[src/sv/dmcg_pkg.sv]
// Shared types, constants and helper functions of the dot matrix center generator.
// No dependencies; every module in the other source files imports this package.
package dmcg_pkg;

  localparam int GLYPH_ROWS  = 7;
  localparam int GLYPH_COLS  = 5;
  localparam int GLYPH_BITS  = GLYPH_ROWS * GLYPH_COLS;
  localparam int DOT_IDX_W   = 6;
  localparam int LINE_W      = 4;
  localparam int CHAR_W      = 6;
  localparam int COORD_W     = 16;
  localparam int STEP_W      = 7;
  localparam int PITCH_W     = 10;
  localparam int BASE_W      = 11;
  localparam int COL_OFS_W   = 9;
  localparam int ROW_OFS_W   = 10;
  localparam int SIZE_W      = 6;
  localparam int OFFSET_W    = 10;
  localparam int APB_ADDR_W  = 5;
  localparam int APB_DATA_W  = 32;

  localparam int DEF_MAX_CHARS   = 64;
  localparam int DEF_MAX_LINES   = 16;
  localparam int DEF_QUEUE_DEPTH = 2;

  localparam logic [2:0] REG_DOT_SIZE     = 3'd0;
  localparam logic [2:0] REG_DOT_SPACING  = 3'd1;
  localparam logic [2:0] REG_CHAR_SPACING = 3'd2;
  localparam logic [2:0] REG_LINE_SPACING = 3'd3;
  localparam logic [2:0] REG_OFFSET_X     = 3'd4;
  localparam logic [2:0] REG_OFFSET_Y     = 3'd5;

  typedef struct packed {
    logic [GLYPH_BITS-1:0] glyph_bits;
    logic                  begin_text;
    logic                  begin_line;
  } dmcg_in_t;

  typedef struct packed {
    logic [COORD_W-1:0] center_x;
    logic [COORD_W-1:0] center_y;
    logic [2:0]         dot_row;
    logic [2:0]         dot_col;
    logic               last_dot;
  } dmcg_out_t;

  typedef struct packed {
    logic [GLYPH_BITS-1:0] glyph_bits;
    logic [LINE_W-1:0]     line_idx;
    logic [CHAR_W-1:0]     char_idx;
  } dmcg_entry_t;

  typedef struct packed {
    logic [PITCH_W-1:0]                      pitch_x;
    logic [PITCH_W-1:0]                      pitch_y;
    logic [BASE_W-1:0]                       base_x;
    logic [BASE_W-1:0]                       base_y;
    logic [GLYPH_COLS-1:0][COL_OFS_W-1:0]    col_ofs;
    logic [GLYPH_ROWS-1:0][ROW_OFS_W-1:0]    row_ofs;
  } dmcg_geom_t;

  // Row of a dot from its bit index; exact for indices 0 to 34.
  function automatic logic [2:0] dot_row_of(input logic [DOT_IDX_W-1:0] idx);
    logic [10:0] prod;
    prod = 11'(idx) * 11'd13;
    return prod[8:6];
  endfunction

  function automatic logic [2:0] dot_col_of(input logic [DOT_IDX_W-1:0] idx);
    logic [2:0]           row;
    logic [DOT_IDX_W-1:0] base;
    row  = dot_row_of(idx);
    base = DOT_IDX_W'(row) * DOT_IDX_W'(GLYPH_COLS);
    return 3'(idx - base);
  endfunction

endpackage

[src/sv/dmcg_regs.sv]
// Configuration registers on the APB-style port and the derived glyph geometry.
// Depends on dmcg_pkg.
module dmcg_regs (
  input  logic                             clk,
  input  logic                             rst_n,
  input  logic                             cfg_psel,
  input  logic                             cfg_penable,
  input  logic                             cfg_pwrite,
  input  logic [dmcg_pkg::APB_ADDR_W-1:0]  cfg_paddr,
  input  logic [dmcg_pkg::APB_DATA_W-1:0]  cfg_pwdata,
  output logic [dmcg_pkg::APB_DATA_W-1:0]  cfg_prdata,
  output logic                             cfg_pready,
  output dmcg_pkg::dmcg_geom_t             geom
);
  import dmcg_pkg::*;

  logic [SIZE_W-1:0]   dot_size_r, dot_spacing_r, char_spacing_r, line_spacing_r;
  logic [OFFSET_W-1:0] offset_x_r, offset_y_r;
  logic [2:0]          reg_idx;
  logic                wr_en;
  logic [SIZE_W-1:0]   dsz;
  logic [STEP_W-1:0]   step;
  dmcg_geom_t          geom_nxt;
  dmcg_geom_t          geom_r;

  assign cfg_pready = 1'b1;
  assign reg_idx    = cfg_paddr[APB_ADDR_W-1:2];
  assign wr_en      = cfg_psel & cfg_penable & cfg_pwrite & cfg_pready;

  always_ff @(posedge clk) begin
    if (!rst_n) begin
      dot_size_r     <= SIZE_W'(1);
      dot_spacing_r  <= '0;
      char_spacing_r <= '0;
      line_spacing_r <= '0;
      offset_x_r     <= '0;
      offset_y_r     <= '0;
    end else if (wr_en) begin
      case (reg_idx)
        REG_DOT_SIZE:     dot_size_r     <= cfg_pwdata[SIZE_W-1:0];
        REG_DOT_SPACING:  dot_spacing_r  <= cfg_pwdata[SIZE_W-1:0];
        REG_CHAR_SPACING: char_spacing_r <= cfg_pwdata[SIZE_W-1:0];
        REG_LINE_SPACING: line_spacing_r <= cfg_pwdata[SIZE_W-1:0];
        REG_OFFSET_X:     offset_x_r     <= cfg_pwdata[OFFSET_W-1:0];
        REG_OFFSET_Y:     offset_y_r     <= cfg_pwdata[OFFSET_W-1:0];
        default: ;
      endcase
    end
  end

  always_comb begin
    case (reg_idx)
      REG_DOT_SIZE:     cfg_prdata = APB_DATA_W'(dot_size_r);
      REG_DOT_SPACING:  cfg_prdata = APB_DATA_W'(dot_spacing_r);
      REG_CHAR_SPACING: cfg_prdata = APB_DATA_W'(char_spacing_r);
      REG_LINE_SPACING: cfg_prdata = APB_DATA_W'(line_spacing_r);
      REG_OFFSET_X:     cfg_prdata = APB_DATA_W'(offset_x_r);
      REG_OFFSET_Y:     cfg_prdata = APB_DATA_W'(offset_y_r);
      default:          cfg_prdata = '0;
    endcase
  end

  // A dot size of zero behaves as one pixel.
  assign dsz  = (dot_size_r == '0) ? SIZE_W'(1) : dot_size_r;
  assign step = STEP_W'(dsz) + STEP_W'(dot_spacing_r);

  always_comb begin
    geom_nxt.pitch_x = PITCH_W'(PITCH_W'(step) * PITCH_W'(GLYPH_COLS))
                     - PITCH_W'(dot_spacing_r) + PITCH_W'(char_spacing_r);
    geom_nxt.pitch_y = PITCH_W'(PITCH_W'(step) * PITCH_W'(GLYPH_ROWS))
                     - PITCH_W'(dot_spacing_r) + PITCH_W'(line_spacing_r);
    geom_nxt.base_x  = BASE_W'(offset_x_r) + BASE_W'(dsz[SIZE_W-1:1]);
    geom_nxt.base_y  = BASE_W'(offset_y_r) + BASE_W'(dsz[SIZE_W-1:1]);
    for (int c = 0; c < GLYPH_COLS; c++) begin
      geom_nxt.col_ofs[c] = COL_OFS_W'(COL_OFS_W'(step) * COL_OFS_W'(c));
    end
    for (int r = 0; r < GLYPH_ROWS; r++) begin
      geom_nxt.row_ofs[r] = ROW_OFS_W'(ROW_OFS_W'(step) * ROW_OFS_W'(r));
    end
  end

  always_ff @(posedge clk) begin
    geom_r <= geom_nxt;
  end

  assign geom = geom_r;

endmodule

[src/sv/dmcg_front.sv]
// Input side: accepts glyph beats, tracks line and character position, and
// pushes placed glyphs into the queue. Depends on dmcg_pkg.
module dmcg_front #(
  parameter int MAX_CHARS = dmcg_pkg::DEF_MAX_CHARS,
  parameter int MAX_LINES = dmcg_pkg::DEF_MAX_LINES
) (
  input  logic                  clk,
  input  logic                  rst_n,
  input  logic                  in_valid,
  output logic                  in_stall,
  input  dmcg_pkg::dmcg_in_t    in_data,
  input  logic                  q_full,
  output logic                  q_push,
  output dmcg_pkg::dmcg_entry_t q_entry
);
  import dmcg_pkg::*;

  logic [LINE_W-1:0] line_r, line_nxt;
  logic [CHAR_W-1:0] char_r, char_nxt;
  logic [LINE_W-1:0] place_line;
  logic [CHAR_W-1:0] place_char;

  assign in_stall = q_full;
  assign q_push   = in_valid & ~q_full;

  always_comb begin
    place_line = line_r;
    place_char = char_r;
    if (in_data.begin_text) begin
      place_line = '0;
      place_char = '0;
    end else if (in_data.begin_line) begin
      if (line_r < LINE_W'(MAX_LINES - 1)) begin
        place_line = line_r + LINE_W'(1);
      end
      place_char = '0;
    end
    line_nxt = place_line;
    char_nxt = place_char;
    if (place_char < CHAR_W'(MAX_CHARS - 1)) begin
      char_nxt = place_char + CHAR_W'(1);
    end
  end

  always_ff @(posedge clk) begin
    if (!rst_n) begin
      line_r <= '0;
      char_r <= '0;
    end else if (q_push) begin
      line_r <= line_nxt;
      char_r <= char_nxt;
    end
  end

  assign q_entry.glyph_bits = in_data.glyph_bits;
  assign q_entry.line_idx   = place_line;
  assign q_entry.char_idx   = place_char;

endmodule

[src/sv/dmcg_queue.sv]
// Short first-in first-out queue of placed glyphs between front and back.
// Depends on dmcg_pkg.
module dmcg_queue #(
  parameter int DEPTH = dmcg_pkg::DEF_QUEUE_DEPTH
) (
  input  logic                  clk,
  input  logic                  rst_n,
  input  logic                  push,
  input  dmcg_pkg::dmcg_entry_t push_entry,
  input  logic                  pop,
  output dmcg_pkg::dmcg_entry_t head,
  output logic                  empty,
  output logic                  full
);
  import dmcg_pkg::*;

  localparam int PTR_W = (DEPTH > 1) ? $clog2(DEPTH) : 1;
  localparam int CNT_W = $clog2(DEPTH + 1);

  dmcg_entry_t      slot_r [DEPTH];
  logic [PTR_W-1:0] wr_ptr_r, rd_ptr_r;
  logic [CNT_W-1:0] count_r;
  logic             do_push, do_pop;

  assign empty   = (count_r == '0);
  assign full    = (count_r == CNT_W'(DEPTH));
  assign do_push = push & ~full;
  assign do_pop  = pop & ~empty;
  assign head    = slot_r[rd_ptr_r];

  always_ff @(posedge clk) begin
    if (do_push) begin
      slot_r[wr_ptr_r] <= push_entry;
    end
  end

  always_ff @(posedge clk) begin
    if (!rst_n) begin
      wr_ptr_r <= '0;
      rd_ptr_r <= '0;
      count_r  <= '0;
    end else begin
      if (do_push) begin
        wr_ptr_r <= (wr_ptr_r == PTR_W'(DEPTH - 1)) ? '0 : wr_ptr_r + PTR_W'(1);
      end
      if (do_pop) begin
        rd_ptr_r <= (rd_ptr_r == PTR_W'(DEPTH - 1)) ? '0 : rd_ptr_r + PTR_W'(1);
      end
      if (do_push && !do_pop) begin
        count_r <= count_r + CNT_W'(1);
      end else if (do_pop && !do_push) begin
        count_r <= count_r - CNT_W'(1);
      end
    end
  end

endmodule

[src/sv/dmcg_back.sv]
// Output side: takes placed glyphs from the queue and emits one dot center per
// beat through an output register. Depends on dmcg_pkg.
module dmcg_back (
  input  logic                  clk,
  input  logic                  rst_n,
  input  dmcg_pkg::dmcg_geom_t  geom,
  input  dmcg_pkg::dmcg_entry_t head,
  input  logic                  q_empty,
  output logic                  q_pop,
  output logic                  out_valid,
  input  logic                  out_stall,
  output dmcg_pkg::dmcg_out_t   out_data
);
  import dmcg_pkg::*;

  logic [GLYPH_BITS-1:0] mask_r, mask_rest;
  logic [COORD_W-1:0]    x0_r, y0_r, x0_nxt, y0_nxt;
  logic                  out_valid_r;
  dmcg_out_t             out_r, out_nxt;
  logic                  busy, advance, emit, is_last;
  logic [DOT_IDX_W-1:0]  dot_idx;
  logic [2:0]            row, col;

  assign busy    = (mask_r != '0);
  assign advance = ~out_valid_r | ~out_stall;
  assign emit    = busy & advance;

  assign mask_rest = mask_r & (mask_r - GLYPH_BITS'(1));
  assign is_last   = (mask_rest == '0);
  assign q_pop     = ~q_empty & (~busy | (emit & is_last));

  always_comb begin
    dot_idx = '0;
    for (int i = GLYPH_BITS - 1; i >= 0; i--) begin
      if (mask_r[i]) begin
        dot_idx = DOT_IDX_W'(i);
      end
    end
  end

  assign row = dot_row_of(dot_idx);
  assign col = dot_col_of(dot_idx);

  assign x0_nxt = COORD_W'(COORD_W'(head.char_idx) * COORD_W'(geom.pitch_x))
                + COORD_W'(geom.base_x);
  assign y0_nxt = COORD_W'(COORD_W'(head.line_idx) * COORD_W'(geom.pitch_y))
                + COORD_W'(geom.base_y);

  always_comb begin
    out_nxt.center_x = x0_r + COORD_W'(geom.col_ofs[col]);
    out_nxt.center_y = y0_r + COORD_W'(geom.row_ofs[row]);
    out_nxt.dot_row  = row;
    out_nxt.dot_col  = col;
    out_nxt.last_dot = is_last;
  end

  always_ff @(posedge clk) begin
    if (!rst_n) begin
      mask_r <= '0;
    end else if (q_pop) begin
      mask_r <= head.glyph_bits;
    end else if (emit) begin
      mask_r <= mask_rest;
    end
  end

  always_ff @(posedge clk) begin
    if (q_pop) begin
      x0_r <= x0_nxt;
      y0_r <= y0_nxt;
    end
  end

  always_ff @(posedge clk) begin
    if (!rst_n) begin
      out_valid_r <= 1'b0;
    end else if (emit) begin
      out_valid_r <= 1'b1;
    end else if (!out_stall) begin
      out_valid_r <= 1'b0;
    end
  end

  always_ff @(posedge clk) begin
    if (emit) begin
      out_r <= out_nxt;
    end
  end

  assign out_valid = out_valid_r;
  assign out_data  = out_r;

endmodule

[src/sv/dot_matrix_center_generator_unit.sv]
// Top level of the dot matrix center generator: registers, front, queue, back.
// Depends on dmcg_pkg, dmcg_regs, dmcg_front, dmcg_queue and dmcg_back.
//
//   Channel  Direction  Handshake           Payload
//   in_      input      in_valid/in_stall   dmcg_in_t (glyph, begin flags)
//   out_     output     out_valid/out_stall dmcg_out_t (one dot center per beat)
//   cfg_     input      APB-style access    six geometry registers
//
// A glyph yields one dot center beat per set dot and an empty glyph none, paced by the
// single-beat output register; the next glyph is taken as the last dot is emitted.
// An accepted glyph passes the queue slot, the back end mask and origin registers and the
// output register. Reset clears the position counters, the queue and out_valid; the
// configuration registers reset. Output stalls fill the queue and then raise in_stall.
module dot_matrix_center_generator_unit #(
  parameter int MAX_CHARS   = dmcg_pkg::DEF_MAX_CHARS,
  parameter int MAX_LINES   = dmcg_pkg::DEF_MAX_LINES,
  parameter int QUEUE_DEPTH = dmcg_pkg::DEF_QUEUE_DEPTH
) (
  input  logic                            clk,
  input  logic                            rst_n,
  input  logic                            in_valid,
  output logic                            in_stall,
  input  dmcg_pkg::dmcg_in_t              in_data,
  output logic                            out_valid,
  input  logic                            out_stall,
  output dmcg_pkg::dmcg_out_t             out_data,
  input  logic                            cfg_psel,
  input  logic                            cfg_penable,
  input  logic                            cfg_pwrite,
  input  logic [dmcg_pkg::APB_ADDR_W-1:0] cfg_paddr,
  input  logic [dmcg_pkg::APB_DATA_W-1:0] cfg_pwdata,
  output logic [dmcg_pkg::APB_DATA_W-1:0] cfg_prdata,
  output logic                            cfg_pready
);
  import dmcg_pkg::*;

  dmcg_geom_t  geom;
  dmcg_entry_t push_entry, head;
  logic        q_push, q_pop, q_empty, q_full;

  dmcg_regs u_regs (
    .clk         (clk),
    .rst_n       (rst_n),
    .cfg_psel    (cfg_psel),
    .cfg_penable (cfg_penable),
    .cfg_pwrite  (cfg_pwrite),
    .cfg_paddr   (cfg_paddr),
    .cfg_pwdata  (cfg_pwdata),
    .cfg_prdata  (cfg_prdata),
    .cfg_pready  (cfg_pready),
    .geom        (geom)
  );

  dmcg_front #(
    .MAX_CHARS (MAX_CHARS),
    .MAX_LINES (MAX_LINES)
  ) u_front (
    .clk      (clk),
    .rst_n    (rst_n),
    .in_valid (in_valid),
    .in_stall (in_stall),
    .in_data  (in_data),
    .q_full   (q_full),
    .q_push   (q_push),
    .q_entry  (push_entry)
  );

  dmcg_queue #(
    .DEPTH (QUEUE_DEPTH)
  ) u_queue (
    .clk        (clk),
    .rst_n      (rst_n),
    .push       (q_push),
    .push_entry (push_entry),
    .pop        (q_pop),
    .head       (head),
    .empty      (q_empty),
    .full       (q_full)
  );

  dmcg_back u_back (
    .clk       (clk),
    .rst_n     (rst_n),
    .geom      (geom),
    .head      (head),
    .q_empty   (q_empty),
    .q_pop     (q_pop),
    .out_valid (out_valid),
    .out_stall (out_stall),
    .out_data  (out_data)
  );

endmodule

[config.mk]
export PLATFORM = sky130hd
export DESIGN_NAME = dot_matrix_center_generator_unit
export DESIGN_NICKNAME = d
export VERILOG_FILES = /design/src/sv/dmcg_pkg.sv /design/src/sv/dmcg_regs.sv /design/src/sv/dmcg_front.sv /design/src/sv/dmcg_queue.sv /design/src/sv/dmcg_back.sv /design/src/sv/dot_matrix_center_generator_unit.sv
export SDC_FILE = /design/constraint.sdc
export NUM_CORES = 1
export LEC_CHECK = 0
export BUFFER_PORTS_ARGS = -buffer_cell sky130_fd_sc_hd__buf_4
export CAP_MARGIN = 20
export CELL_PAD_IN_SITES_DETAIL_PLACEMENT = 2
export CELL_PAD_IN_SITES_GLOBAL_PLACEMENT = 2
export CORE_ASPECT_RATIO = 0.7
export CORE_MARGIN = 2
export CORE_UTILIZATION = 30
export CTS_CLUSTER_DIAMETER = 80
export DETAILED_ROUTE_END_ITERATION = 10
export GPL_TIMING_DRIVEN = 0
export PLACE_DENSITY_LB_ADDON = 0.1
export REMOVE_ABC_BUFFERS = 1
export SLEW_MARGIN = 20
export SYNTH_ARGS = -nofsm -noshare
export SYNTH_HDL_FRONTEND = slang
export SYNTH_SLANG_ARGS = --single-unit
[constraint.sdc]
create_clock -name clk -period 23.8 [get_ports clk]
set_clock_uncertainty 0.15 [all_clocks]
set_input_delay 1.19 -clock clk [delete_from_list [all_inputs] [get_ports clk]]
set_output_delay 1.19 -clock clk [all_outputs]
set_load 0.005 [all_outputs]
## Yosys cells after proc, flatten, opt, wreduce, memory -nomap -nowiden

Memory sizes are Yosys's and may differ from the RTL's. A register that Yosys moved wholly into a read port is not among the register bits.
Index checks and enable logic that the tools add are counted.

| storage, ports and cells | value |
|---|---|
| bits in registers | 251 |
| bits in latches | 0 |
| memory bits (writable) | 90 |
| memory bits (read-only) | 0 |
| input port bits | 81 |
| output and inout bits | 74 |
| logic and storage cells | 161 |
| memories kept | 1 |

| cells by class | value |
|---|---|
| add/subtract/negate cells | 19 |
| $mul | 9 |
| div/mod/pow operators | 0 |
| magnitude comparators | 4 |
| equal/unequal tests | 7 |
| shifts and indexed selects | 0 |
| multiplexer cells | 59 |
| bitwise operators | 16 |
| reductions and logical operators | 17 |

Memory list:

| memory | depth | width | rd ports | clocked after Yosys merged registers in | write ports | RTL line | text |
|---|---|---|---|---|---|---|---|
| u_queue.slot_r | 2 | 45 | 1 | 1 | 1 | dmcg_queue.sv:20 | `dmcg_entry_t slot_r [DEPTH];` |

Operators with widths:

| cell | number |
|---|---|
| 6-bit 2-to-1 mux | 39 |
| 35-bit 2-to-1 mux | 2 |
| 10-bit one-hot mux with 6 select lines | 1 |
| 35-bit AND | 1 |
| 35-bit zero test | 1 |
| 35-bit nonzero test | 1 |
| 35-bit by 1-bit subtractor with 35-bit output (second input constant) | 1 |
| 10-bit binary-select mux with 3-bit select | 1 |
| 9-bit binary-select mux with 3-bit select | 1 |
| 7-bit by 2-bit multiplier with 9-bit output (second input constant) | 3 |
| 10-bit by 5-bit adder with 11-bit output | 2 |
| 10-bit by 6-bit adder with 10-bit output | 2 |
| 7-bit by 3-bit multiplier with 10-bit output (second input constant) | 2 |
| 10-bit by 6-bit subtractor with 10-bit output | 2 |
| 16-bit by 10-bit adder with 16-bit output | 1 |
| 16-bit by 11-bit adder with 16-bit output | 1 |
| 16-bit by 9-bit adder with 16-bit output | 1 |
| 6-bit by 10-bit multiplier with 16-bit output | 1 |
| 14-bit by 11-bit adder with 15-bit output | 1 |
| 4-bit by 10-bit multiplier with 14-bit output | 1 |
| 4-bit 2-to-1 mux | 3 |
| 2-bit AND reduction | 6 |
| 10-bit 2-to-1 mux | 1 |
| 6-bit by 4-bit multiplier with 9-bit output (second input constant) | 1 |
| 28 further kinds | 55 |

## Longest topological paths before layout

| logic depth | value |
|---|---|
| depth after elaboration | 41 |
| gate-level depth with buffers | 36 |
| mapped depth without buffers | 33 |

## Modules after synthesis

A second synthesis with hierarchy kept.

| unflattened totals | value |
|---|---|
| cell total of the unflattened synthesis | 2047 |
| area, all modules | 21847.2 sq um |

Modules (own cells, without submodules):

| module | instances | cells an instance | area each (sq um) | seq. area each (sq um) |
|---|---|---|---|---|
| dmcg_back | 1 | 1054 | 10500.1 | 2822.7 |
| dmcg_regs | 1 | 711 | 6926.6 | 2182.1 |
| dmcg_queue | 1 | 165 | 3478.3 | 2802.7 |
| dmcg_front | 1 | 117 | 942.2 | 200.2 |

## Worst setup path before layout

OpenSTA, ideal clock, no wires.

| timing | value |
|---|---|
| kind | reg2reg |
| from | register u_back.mask_r[24] |
| to | register u_back.out_r, in the netlist u_back.out_data[35], data pin |
| setup time | 0.258 ns |
| arrival | 7.361 ns |
| required time | 23.392 ns |
| path slack | 16.032 ns |
| stages on the path, launching flop included | 34 |
| buffers on the path | 3 |
| clock period less this slack | 7.768 ns |
| cells stage by stage | dfxtp_1 > buf_6 > or4_4 > nand2b_4 > or4_4 > or2_2 > fa_1 > inv_1 > ha_1 > a21oi_1 > nor2_1 > a311oi_2 > xnor2_1 > clkbuf_1 > inv_2 > fa_1 > xor2_1 > xnor3_1 > xnor2_2 > inv_2 > buf_6 > nor3_1 > ha_1 > inv_1 > fa_1 > nor2b_1 > o21ai_0 > a21boi_0 > o21ai_0 > a21boi_0 > o21ai_0 > a21oi_1 > nand3_1 > xnor2_1 |

RTL lines:

| item | RTL line | text |
|---|---|---|
| start: declaration | dmcg_back.sv:16 | `logic [GLYPH_BITS-1:0] mask_r, mask_rest;` |
| start signal: assignment | dmcg_back.sv:61 | `mask_r <= head.glyph_bits;` |
| start signal: assignment | dmcg_back.sv:63 | `mask_r <= mask_rest;` |
| end signal: assignment | dmcg_back.sv:86 | `out_r <= out_nxt;` |
| end: declaration | dmcg_back.sv:19 | `dmcg_out_t out_r, out_nxt;` |

==> results.toml <==
[sta]
finalCritPeriodShare_pct = 40.5
finalMaxSlewViolations = 0
fin_tns_setup_ns = 0
fmax_ghz = 0.104
fin_hold_ws_ns = 0.338
fin_crit_ns = 9.64
relSlewSlack_pct = 30.4
rsz0062_at_grt = "no"
worst_pin_slew_ns = 1.03
hold_violations = 0
setup_viol = 0

[cells_and_area]
layout_commonest_cell = "inv_1"
syn_to_final_growth_pct = 14.7
num-fill-cells = 7166
final_core_utilization_pct = 34.9
final_cell_mix = "186 x inv_1, 165 x nand2_1, 160 x edfxtp_1"
drive_above_1_share_pct = 13.2
n_antenna_cell = 0
stdcell_count = 2954
nNetsFinal = 2368

[clocking]
numCtsBuffers = 39
cts.sinks = 320
cts_post_setup_buffers_inserted = 0
ctsHoldBuffers = 0
tritoncts = "done"
root_buffer = "clkbuf_16"
cts_resized = 0
path_clk_slew_ns = 0.06
clk_latency_ns = 0.57
cts_buffer_depth = 3
cts_max_level = 2

[synthesis]
ys_types = 91
synth_compound_area_share_pct = 11.1
synth_xor_area_share_pct = 4.51
synth_area_um2 = 20300
synth_top_family_by_area = "adder cells"
ys_seq_elements = 320
yosys_warnings = 0
yosys.area_share.adder_pct = 19.5
seq_area_frac_synth_pct = 39.4
synth_ff_type = "edfxtp_1"
yosys.area_share.simple_pct = 13.1
synth_edf_count = 160
syn_inst = 1950
synth-async-reset-ratio_pct = 0
synthMuxAreaShare_pct = 6.45
synth.avg_cell_area_um2 = 10.4

[global_routing]
grt_pass1_vias = 15600
grt_antenna_before_repair = 2
grt_pass1_wl_um = 96100
track_usage_pct = 17.7
grt_max_degree = 131
grt_overflow_total = 0

[critical_path]
ff2ff_path_depth = 30
worstSetupEndpointType = "flip-flop"
cp-start-kind = "flip-flop"
cp_max_fo = 12
path_delay_family = "simple AND/OR/NAND/NOR gates"
cpMaxStageDelayCell = "nor4_1"
slowest_delay_ns = 0.93
critPathKind = "reg -> reg"
arrival_ns = 9.78
path_depth = 30
worstPathRequired_ns = 23.94
cp_num_buf_inv = 4
r2r_slack_ns = 14.16

[drt]
drt-total-wl_um = 61600
drtPass1Iterations = 5
drc = 0
wl_per_cell_um = 20.8
routed_via_density = 4.88
num_vias = 14400
drtAntennaViolNets = 0
drtIter0Drc = 802

[place]
dpl.cell_count = 2882
gp_congestion = 0.793
dp_hpwl_um = 48600
io_buffers = 107

[min_path]
min_path_type = "reg -> reg"
hold_path_depth = 2

[floorplan]
fp.dieW_um = 315
boundaryPins = 155
die_h_um = 222
dieArea_um2 = 69900
core_um2 = 66700
start_util_pct = 30.5
num_rows = 79

[status]
status = "complete, no violations"

[run]
max-cap-violations = 0
-- routing by layer --
layer	GRT usage, %	up-vias	wire length (um)	share of wire (%)
li1	-	6923	-	-
met1	28.8	7241	34500	56
met2	24.5	182	24300	39
met3	2.25	57	1890	3.1
met4	3.26	0	862	1.4
met5	0	-	0	0
-- Yosys cell counts (26+ instances only) --
master	n	area, um2
a21oi_1	82	410
and2_1	32	200
clkbuf_1	49	184
dfxtp_1	160	3200
edfxtp_1	160	4800
fa_1	100	2000
ha_1	155	1940
inv_1	187	702
mux2_2	54	608
mux2i_1	68	681
nand2_1	165	619
nand3_1	41	205
nor2_1	83	312
nor2b_1	74	463
nor3_1	26	130
o21ai_0	58	290
xnor2_1	71	622
xor2_1	26	228
-- stage by stage --
step                cell area (um2)  setup WS, ns
floorplan                     19900         15.38
detailed placement            22000         13.88
global route                  23300         13.50
CTS                           23300         13.80
global placement              21800         12.97
finish                        23300         14.16
-- cell type report --
class / instances / area, um2 / share of cell area (%)
Multi-Input combinational cell: 1365 / 11200 / 48.2
Sequential cell: 320 / 8010 / 34.4
Clock buffer: 56 / 1180 / 5.08
Tap cell: 891 / 1110 / 4.78
Timing Repair Buffer: 114 / 932 / 4.00
Inverter: 192 / 721 / 3.09
Clock inverter: 16 / 109 / 0.467
-- registers in the layout, indices dropped and copies added, names as in the netlist, 10 cells and up, named ones only --
name	flops
u_queue.slot_r	90
u_regs.geom	65
u_back.out_data	39
u_back.mask_r	35
u_back.x0_r	16
u_back.y0_r	15
u_regs.offset_x_r	10
u_regs.offset_y_r	10
-- path summary, 6_finish.rpt --
check / from / to
max: u_back.mask_r[8] / u_back.out_data[35]
min reg2reg: u_front.line_r[3] / u_front.line_r[3]
max reg2reg: u_back.mask_r[8] / u_back.out_data[35]
min: u_front.line_r[3] / u_front.line_r[3]
-- worst reg2reg max path, delay by kind of cell, from the launching register on --
kind	cells	cell delay, ns
and+or+nand+nor	9	3.45
AOI/OAI and AO/OA	7	1.40
buffers and inverters	4	0.54
DFF	1	0.42
xor gates and xnor gates	5	1.55
adders and majority gates	5	1.88
-- cell families (layout without fill, tap and decap cells) --
logic type / after synthesis / count (layout)
other: 2 / 23
multiplexers: 123 / 123
flip-flops: 320 / 320
AND/OR/NAND/NOR: 521 / 521
XOR/XNOR: 100 / 100
buffers and inverters: 286 / 378
AO/OA/AOI/OAI: 341 / 341
adder cells (fa/ha/maj): 257 / 257
Power is not shown: default switching activity piles up to over one toggle a cycle in this logic, so the estimate is an artifact.
